==> config.mk <==
export PLATFORM = sky130hd
export DESIGN_NAME = hket_ctrl
export DESIGN_NICKNAME = d
export VERILOG_FILES = /design/src/hdl/hket_pkg.sv /design/src/hdl/hket_ctrl.sv
export SDC_FILE = /design/constraint.sdc
export NUM_CORES = 1
export LEC_CHECK = 0
export BUFFER_PORTS_ARGS = -buffer_cell sky130_fd_sc_hd__buf_2
export CAP_MARGIN = 20
export CORE_UTILIZATION = 45
export DETAILED_ROUTE_END_ITERATION = 8
export GPL_ROUTABILITY_DRIVEN = 0
export GPL_TIMING_DRIVEN = 1
export HOLD_SLACK_MARGIN = 0.06
export PLACE_DENSITY = 0.68
export SETUP_SLACK_MARGIN = 0.1
export SYNTH_ARGS = -nofsm -noshare
export SYNTH_HDL_FRONTEND = slang
export SYNTH_SLANG_ARGS = --single-unit
==> constraint.sdc <==
create_clock -name clock -period 3.95 [get_ports clock]
set_input_delay 0.395 -clock clock [delete_from_list [all_inputs] [get_ports clock]]
set_output_delay 0.395 -clock clock [all_outputs]
set_load 0.005 [all_outputs]
==> src/hdl/hket_pkg.sv <==
// Shared widths, function codes and controller/datapath bundles for the exact tour solver.
package hket_pkg;

   localparam int FUNC_BITS    = 2;
   localparam int SLOT_BITS    = 4;
   localparam int NODE_ID_BITS = 20;
   localparam int DIST_BITS    = 32;
   localparam int LEN_BITS     = 36;
   localparam int COUNT_BITS   = 6;
   localparam int POS_BITS     = 4;

   // Input function codes.
   localparam logic [FUNC_BITS-1:0] FUNC_LOAD_ID   = 2'd0;
   localparam logic [FUNC_BITS-1:0] FUNC_LOAD_DIST = 2'd1;
   localparam logic [FUNC_BITS-1:0] FUNC_SOLVE     = 2'd2;
   // Unused code: the block takes the beat and does nothing.
   localparam logic [FUNC_BITS-1:0] FUNC_RESERVED  = 2'd3;

   // Configuration register indexes.
   localparam logic REG_NODE_COUNT = 1'b0;

   // Commands from the controller to the datapath.
   typedef struct packed {
      logic                 id_wr;
      logic                 dist_wr;
      logic [SLOT_BITS-1:0] rd_a;
      logic [SLOT_BITS-1:0] rd_b;
      logic                 init_wr;
      logic                 node_wr;
      logic                 scan_clr;
      logic                 scan_acc;
      logic [SLOT_BITS-1:0] scan_i;
      logic                 fin_latch;
      logic                 order_wr;
      logic [POS_BITS-1:0]  order_pos;
      logic [SLOT_BITS-1:0] order_val;
      logic                 out_load;
      logic                 out_spec;
      logic                 out_found;
      logic [POS_BITS-1:0]  out_pos;
      logic                 out_last;
   } cmd_type;

   // Status from the datapath to the controller.
   typedef struct packed {
      logic [SLOT_BITS-1:0] best_par;
      logic [SLOT_BITS-1:0] parent_q;
      logic                 out_free;
   } status_type;

endpackage

==> src/hdl/hket_ctrl.sv <==
// Controller: sequences loads, the subset sweep, the backtrack and the result beats.
module hket_ctrl #(
   parameter int MAX_NODES = 12
) (
   input  logic                                clock,
   input  logic                                reset,
   input  logic                                req_valid,
   input  logic [hket_pkg::FUNC_BITS-1:0]      req_func,
   input  logic [hket_pkg::SLOT_BITS-1:0]      req_slot_a,
   input  logic [hket_pkg::SLOT_BITS-1:0]      req_slot_b,
   input  logic [hket_pkg::COUNT_BITS-1:0]     node_count,
   input  hket_pkg::status_type                status,
   output logic                                req_ready,
   output hket_pkg::cmd_type                   cmd,
   output logic [MAX_NODES+2:0]                mem_rd_addr,
   output logic [MAX_NODES+2:0]                mem_wr_addr
);
   localparam int MW = MAX_NODES - 1;
   localparam int SB = hket_pkg::SLOT_BITS;

   typedef enum logic [3:0] {
      ST_IDLE, ST_INIT_RD, ST_INIT_WR, ST_JSEL, ST_SCAN_RD, ST_SCAN_ACC,
      ST_SCAN_WR, ST_BK_RD, ST_BK_WAIT, ST_OUT, ST_SPEC
   } state_type;

   state_type             state_ff;
   logic [MW:0]           mask_ff;
   logic [MW-1:0]         prev_ff;
   logic [SB-1:0]         j_ff;
   logic [SB-1:0]         i_ff;
   logic [SB-1:0]         m_ff;
   logic [hket_pkg::POS_BITS-1:0] pos_ff;
   logic                  fin_ff;

   logic          accept;
   logic [MW:0]   total;
   logic [MW-1:0] full;
   logic [MW-1:0] mask_lo;
   logic [MW-1:0] onehot_j;
   logic [MW-1:0] onehot_i;
   logic [MW-1:0] drop_j;
   logic          bit_j;
   logic          bit_i;
   logic          pair_ok;
   logic          bad_count;

   // Loop bounds and subset bit tests.
   always_comb begin
      total     = (MW+1)'(1) << m_ff;
      full      = MW'(total - (MW+1)'(1));
      mask_lo   = mask_ff[MW-1:0];
      onehot_j  = MW'(1) << j_ff;
      onehot_i  = MW'(1) << i_ff;
      drop_j    = mask_lo ^ onehot_j;
      bit_j     = |(mask_lo & onehot_j);
      bit_i     = |(prev_ff & onehot_i);
      accept    = req_valid && req_ready;
      pair_ok   = (32'(req_slot_a) < 32'(MAX_NODES)) && (32'(req_slot_b) < 32'(MAX_NODES));
      bad_count = (node_count == '0) || (32'(node_count) > 32'(MAX_NODES));
   end

   assign req_ready = (state_ff == ST_IDLE);

   // Commands follow the state and the loop counters.
   always_comb begin
      cmd          = '0;
      mem_rd_addr  = {prev_ff, i_ff};
      mem_wr_addr  = {mask_lo, j_ff};
      cmd.scan_i   = i_ff;
      cmd.order_pos = pos_ff;
      cmd.order_val = i_ff + SB'(1);
      cmd.out_pos  = pos_ff;
      cmd.out_last = (pos_ff == m_ff);
      cmd.out_found = (node_count == '0);
      case (state_ff)
         ST_IDLE: begin
            cmd.id_wr   = accept && (req_func == hket_pkg::FUNC_LOAD_ID);
            cmd.dist_wr = accept && (req_func == hket_pkg::FUNC_LOAD_DIST) && pair_ok;
         end
         ST_INIT_RD: begin
            cmd.rd_a = '0;
            cmd.rd_b = j_ff + SB'(1);
         end
         ST_INIT_WR: begin
            cmd.init_wr = 1'b1;
            mem_wr_addr = {onehot_j, j_ff};
         end
         ST_JSEL: begin
            cmd.scan_clr = (mask_ff == total) ||
                           ((j_ff != m_ff) && bit_j && (drop_j != '0));
         end
         ST_SCAN_RD: begin
            cmd.rd_a = i_ff + SB'(1);
            cmd.rd_b = fin_ff ? '0 : j_ff + SB'(1);
         end
         ST_SCAN_ACC: begin
            cmd.scan_acc = 1'b1;
         end
         ST_SCAN_WR: begin
            cmd.fin_latch = fin_ff;
            cmd.node_wr   = !fin_ff;
         end
         ST_BK_RD: begin
            cmd.order_wr = (pos_ff != '0);
         end
         ST_BK_WAIT: begin
            cmd.order_wr = 1'b0;
         end
         ST_OUT: begin
            cmd.out_load = status.out_free;
         end
         ST_SPEC: begin
            cmd.out_load = status.out_free;
            cmd.out_spec = 1'b1;
         end
         default: begin
            cmd = '0;
         end
      endcase
   end

   // Sequencer state and loop counters.
   always_ff @(posedge clock) begin
      if (reset) begin
         state_ff <= ST_IDLE;
         mask_ff  <= '0;
         prev_ff  <= '0;
         j_ff     <= '0;
         i_ff     <= '0;
         m_ff     <= '0;
         pos_ff   <= '0;
         fin_ff   <= 1'b0;
      end else begin
         case (state_ff)
            ST_IDLE: begin
               if (accept && (req_func == hket_pkg::FUNC_SOLVE)) begin
                  if (bad_count) begin
                     state_ff <= ST_SPEC;
                  end else begin
                     m_ff     <= SB'(node_count - hket_pkg::COUNT_BITS'(1));
                     j_ff     <= '0;
                     state_ff <= ST_INIT_RD;
                  end
               end
            end
            ST_INIT_RD: begin
               if (j_ff == m_ff) begin
                  mask_ff  <= (MW+1)'(1);
                  j_ff     <= '0;
                  fin_ff   <= 1'b0;
                  state_ff <= ST_JSEL;
               end else begin
                  state_ff <= ST_INIT_WR;
               end
            end
            ST_INIT_WR: begin
               j_ff     <= j_ff + SB'(1);
               state_ff <= ST_INIT_RD;
            end
            ST_JSEL: begin
               if (mask_ff == total) begin
                  fin_ff   <= 1'b1;
                  prev_ff  <= full;
                  i_ff     <= '0;
                  state_ff <= ST_SCAN_RD;
               end else if (j_ff == m_ff) begin
                  mask_ff <= mask_ff + (MW+1)'(1);
                  j_ff    <= '0;
               end else if (!bit_j || (drop_j == '0)) begin
                  j_ff <= j_ff + SB'(1);
               end else begin
                  prev_ff  <= drop_j;
                  i_ff     <= '0;
                  state_ff <= ST_SCAN_RD;
               end
            end
            ST_SCAN_RD: begin
               if (i_ff == m_ff) begin
                  state_ff <= ST_SCAN_WR;
               end else if (bit_i) begin
                  state_ff <= ST_SCAN_ACC;
               end else begin
                  i_ff <= i_ff + SB'(1);
               end
            end
            ST_SCAN_ACC: begin
               i_ff     <= i_ff + SB'(1);
               state_ff <= ST_SCAN_RD;
            end
            ST_SCAN_WR: begin
               if (fin_ff) begin
                  i_ff     <= status.best_par;
                  prev_ff  <= full;
                  pos_ff   <= m_ff;
                  state_ff <= ST_BK_RD;
               end else begin
                  j_ff     <= j_ff + SB'(1);
                  state_ff <= ST_JSEL;
               end
            end
            ST_BK_RD: begin
               if (pos_ff == '0) begin
                  state_ff <= ST_OUT;
               end else begin
                  prev_ff  <= prev_ff ^ onehot_i;
                  state_ff <= ST_BK_WAIT;
               end
            end
            ST_BK_WAIT: begin
               i_ff     <= (status.parent_q >= m_ff) ? '0 : status.parent_q;
               pos_ff   <= pos_ff - hket_pkg::POS_BITS'(1);
               state_ff <= ST_BK_RD;
            end
            ST_OUT: begin
               if (status.out_free) begin
                  if (pos_ff == m_ff) begin
                     state_ff <= ST_IDLE;
                  end else begin
                     pos_ff <= pos_ff + hket_pkg::POS_BITS'(1);
                  end
               end
            end
            ST_SPEC: begin
               if (status.out_free) begin
                  state_ff <= ST_IDLE;
               end
            end
            default: begin
               state_ff <= ST_IDLE;
            end
         endcase
      end
   end

endmodule

# Yosys cells after proc, flatten, opt, wreduce, memory -nomap -nowiden
# Index checks and enable logic that the tools add are counted.
[op_classes]
div = 0
eq_ne = 36
multipliers = 0
n_addsub = 7
order_cmp = 4
reduce_logical = 37
shifts = 3
n_mux = 62
bitwise_logic = 5
[ops]
columns = ["operator", "n"]
rows = [
  ["4-bit two-way mux", 29],
  ["11-bit two-way mux", 5],
  ["4-bit one-hot mux with 11 select lines", 1],
  ["4-bit one-hot mux with 5 select lines", 2],
  ["12-bit two-way mux", 3],
  ["11-bit one-hot mux with 3 select lines", 1],
  ["11-bit OR reduction", 3],
  ["2-bit != test (second input constant)", 14],
  ["12-bit one-hot mux with 2 select lines", 1],
  ["11-bit AND", 2],
  ["1-bit by 4-bit << shifter with 11-bit output (first input constant)", 2],
  ["11-bit bitwise XOR", 2],
  ["4-bit by 3-bit equality test with 1-bit output (second input constant)", 4],
  ["8-bit one-hot mux with 2 select lines", 1],
  ["15-bit two-way mux", 1],
  ["7-bit AND reduction", 2],
  ["12-bit by 1-bit adder with 12-bit output (second input constant)", 1],
  ["4-bit by 1-bit adder with 4-bit output (second input constant)", 3],
  ["12-bit equality test", 1],
  ["4-bit equality test", 3],
  ["4-bit equality test (second input constant)", 3],
  ["1-bit two-way mux", 12],
  ["3-bit != test (second input constant)", 4],
  ["4-bit one-hot mux with 3 select lines", 1],
  ["35 further kinds", 53],
]
[totals]
regBits = 44
latchBits = 0
output_inout_bits = 67
mem_bits_rw = 0
romBits = 0
memories = 0
word_cells = 162

# Longest topological paths before layout
[logic_depth]
word_depth = 9
depth_mapped = 13
ltp_nobuf = 11

# Worst setup path after synthesis
# OpenSTA, ideal clock, no wires.
[synth_timing]
kind = "reg2reg"
startpoint = "register i_ff[0]"
endpoint = "register i_ff[0]"
stages_incl_launch_ff = 12
slack_ns = 1.173
required_time_ns = 3.863
path_buffers = 0
setup_ns = 0.087
t_arrival_ns = 2.690
path_cell_list = "dfxtp_1 inv_1 ha_1 and2_1 ha_1 or4_1 nor2_1 a311oi_1 o31ai_1 o21ai_0 or4_1 o31ai_1"
[synth_between]
elab_chain_cells = 5
[synth_lines]
columns = ["item", "line", "rtl"]
rows = [
  ["start: declaration", "hket_ctrl.sv:30", "logic [SB-1:0] i_ff;"],
  ["start signal: assignment", "hket_ctrl.sv:183", "i_ff <= i_ff + SB'(1);"],
  ["start signal: assignment", "hket_ctrl.sv:187", "i_ff <= i_ff + SB'(1);"],
  ["start signal: assignment", "hket_ctrl.sv:192", "i_ff <= status.best_par;"],
  ["parallel branches: the longest is 5 deep, another holds 4-bit by 1-bit adder with 4-bit output", "--", ""],
]
# Several ways; the timed one is not identified. The select of a mux whose other input is x is not followed.
# A chain may end at the register's enable or synchronous reset.

==> summary.txt <==
Run status
  • Status: finished clean

STA
  • Slew Limit Fails: 0
  • Fmax: between 200 and 300 MHz
  • RSZ-0062 raised after global routing: no
  • Final Critical Period: about 3.3 ns
  • Worst-Margin Slew: about 1 ns
  • Period utilization: between 80% and 90%
  • Rel. slew slack: between 30% and 40%
  • Final setup viols: 0
  • Clock skew: between 0.015 and 0.02 ns
  • Final hold vios: 0
  • Final TNS setup: 0 ns

Pwr
  • Peak VDD IR: around 170 uV
  • Share of total power in the clock network: between 10% and 20%
  • Switching pwr: roughly 0.91 mW
  • Switching Share: between 40% and 50%
  • Power density over the cells: 388.9 nW/um^2
  • Combinational share of power: 52.3%
  • Int Pwr: ~1.1 mW
  • P_leak: 2.208 nW
  • Seq pwr share: roughly a third

Synth
  • Top_reg_cell synth: dfxtp_1
  • Post-synth EDFFs: 0
  • Synthesized area per cell: 7.586 sq um
  • FFs w/ async S/R, synth: 0%
  • Net count after synthesis: around 670
  • Count of cell types in the netlist: 70
  • Commonest cells post-synth: nor2_1 (65), dfxtp_1 (44), ha_1 (44)
  • #FFs+latches synth: 44
  • Synth top area share: 19.32%
  • Yosys warning count: 0
  • Synth Instances: 601
  • Synth top area cells: dfxtp_1 (19%), ha_1 (12%), nor2_1 (5.4%)
  • Synthesized area: ~4600 sq um
  • Count leader, synth: nor2_1
  • Post-synthesis sequential area ratio: between 10% and 20%
  • Yosys top cell by area: dfxtp_1

Critical path
  • Worst r2r path cells: 7
  • R2R Path End: j_ff[2]
  • Worst Path Arrival: 2.95 ns
  • CP max FO: 26
  • FF-to-FF setup slack: a little over 0.7 ns
  • Worst Setup Path Type: reg -> out
  • Req. time, crit path: around 3.6 ns
  • CP endpoint kind: output port
  • Setup crit start kind: flop
  • Reg-to-reg startpoint: m_ff[3]

Final layout
  • Area Overhead vs Synth: 11.86%
  • Share of cells above drive strength 1: between 10% and 20%
  • Final Instance Count excl. Fillers: 798
  • Storage element area: 880.8 sq um
  • # diodes: 0
  • Area taken by multi-input logic gates: 3369 sq um
  • Final nets: approximately 740
  • Fill cells: roughly 960

Clock network
  • Root buf cell: clkbuf_8
  • CTS tree: done
  • CTS buffer count: 5
  • CTS Sinks: 44
  • CTS Buffer Depth: 2
  • Worst skew pair latency: roughly 0.32 ns
  • # Post-CTS Setup Buffers: 0
  • CTS Hold Buffers Added: 0
  • H-tree depth: 2
  • Resized Gates After CTS: 0
  • Clock transition time at the flip-flop clock pins of the worst setup and hold paths: 0.08 ns

Hold path
  • Worst hold start: node_count[0]
  • Hold worst-path end: m_ff[0]
  • Hold WC Path Type: in -> reg
  • Hold Path Stages: 2

Floorplanning
  • Die area: 10,540 sq um
  • Die height: ~100 microns
  • Row cnt: 36
  • Number of top-level pins: 95
  • Core Area: just under 10,000 sq um
  • Die X: 102.7 microns
  • Starting Density: between 40% and 50%

Job
  • Number of max-cap violations: 0

Place
  • Port Buffers: 90
  • Placed cells: 790
  • HPWL after DPL: 10,440 microns

Global route
  • Initial antenna violation count: 0
  • Total global-route track usage: 26.22%
  • Global-route wire length before repair: between 20,000 and 25,000 microns
  • Total global routing overflow: 0
  • Vias in the first global route: around 4,400
  • Largest net degree at the start of global routing: 42

Detailed routing
  • WL per Instance: about 17 microns
  • Drt via density: 6.043
  • Total Wirelength: roughly 14,000 microns
  • Final antenna-violating net count: 0
  • Via Count: 4,822
  • Initial DRT Pass Iterations: 5
  • Iteration-0 DRC Markers: between 300 and 400
  • Number of remaining DRC errors: 0
how the worst max path moves through the flow:
stage | startpoint | end | slack [ns]
after floorplan | i_ff[0] | i_ff[0] | 1.17
after global placement | m_ff[3] | mask_ff[9] | 0.85
after detailed placement | m_ff[3] | j_ff[2] | 0.78
after CTS | m_ff[3] | cmd[23] | 0.63
after global routing | m_ff[3] | cmd[23] | 0.44
final | m_ff[3] | cmd[23] | 0.60
per-layer routing:
layer	wire length, microns	share of wire, %	global-route usage, %	up-vias
met1	6035	44	35.08	2263
met5	0	0	0	-
li1	-	-	-	2323
met4	305	2.2	7.253	0
met3	914	6.7	2.847	27
met2	6458	47	44.56	209
metrics by stage:
| stage | instance area, sq um | setup slack, ns | utilization (%) | power, mW | hold WS, ns |
|---|---|---|---|---|---|
| after floorplan | 4559 | 1.173 | - | 1.386 | 0.4841 |
| after global placement | 5006 | 0.8471 | 51.22 | 1.650 | 0.4994 |
| after detailed placement | 5006 | 0.7773 | 51.22 | 1.668 | 0.5146 |
| after CTS | 5100 | 0.6303 | 52.18 | 1.973 | 0.3149 |
| after global routing | 5100 | 0.4364 | 52.18 | 2.136 | 0.3140 |
| final | 5100 | 0.6015 | 52.18 | 1.983 | 0.3034 |
flip-flops by register name, summed over array words and instances (netlist names):
signal    cells
fin_ff        1
i_ff          4
j_ff          4
m_ff          4
mask_ff      12
pos_ff        4
prev_ff      11
state_ff      4
layout by cell type (no fill, tap or decap), types with 15 or more instances in the layout:
master	synthesis	layout
a21oi_1	41	41
xnor2_1	17	17
nand3_1	21	21
nor2_1	65	65
dfxtp_1	44	44
a311oi_1	15	15
ha_1	44	44
nand2_1	43	43
o21ai_0	20	20
and2_1	24	24
buf_2	10	90
inv_1	22	22
nor2b_1	19	19
power by group through the flow:
| stage | Sequential, mW | Combinational [mW] | Clock [mW] |
|---|---|---|---|
| 2_1_floorplan | 0.573 | 0.813 | 0 |
| 3_3_place_gp | 0.643 | 1.01 | 0 |
| 3_5_place_dp | 0.643 | 1.02 | 0 |
| 4_1_cts | 0.632 | 1.03 | 0.309 |
| 5_1_grt | 0.645 | 1.16 | 0.330 |
| 6_report | 0.636 | 1.04 | 0.310 |
cell families after synthesis:
logic type                 share of synthesized area, %
DFF                                               19.32
xor gates and xnor gates                          4.034
and+or+nand+nor                                   29.86
muxes                                             4.501
AOI/OAI and AO/OA                                 23.00
adders and majority gates                         12.51
buffers and inverters                             6.778
area by class of cell:
type | instances | area share (%)
multi-input cells | 493 | 66.07
clock inverters | 1 | 0.1472
inverters | 23 | 1.693
well taps | 133 | 3.263
flip-flops and latches | 44 | 17.27
clock buffers | 7 | 1.693
repair buffers | 97 | 9.863
critical path: stages, from the launching register on:
cell and delay (ns):
dfxtp_1 0.99, nand4b_1 0.23, or3b_2 0.52, nand3_1 0.15, and4_1 0.35, a21boi_1 0.17
nor2_1 0.11, buf_2 0.12
Power figures use the tool's default switching activity.
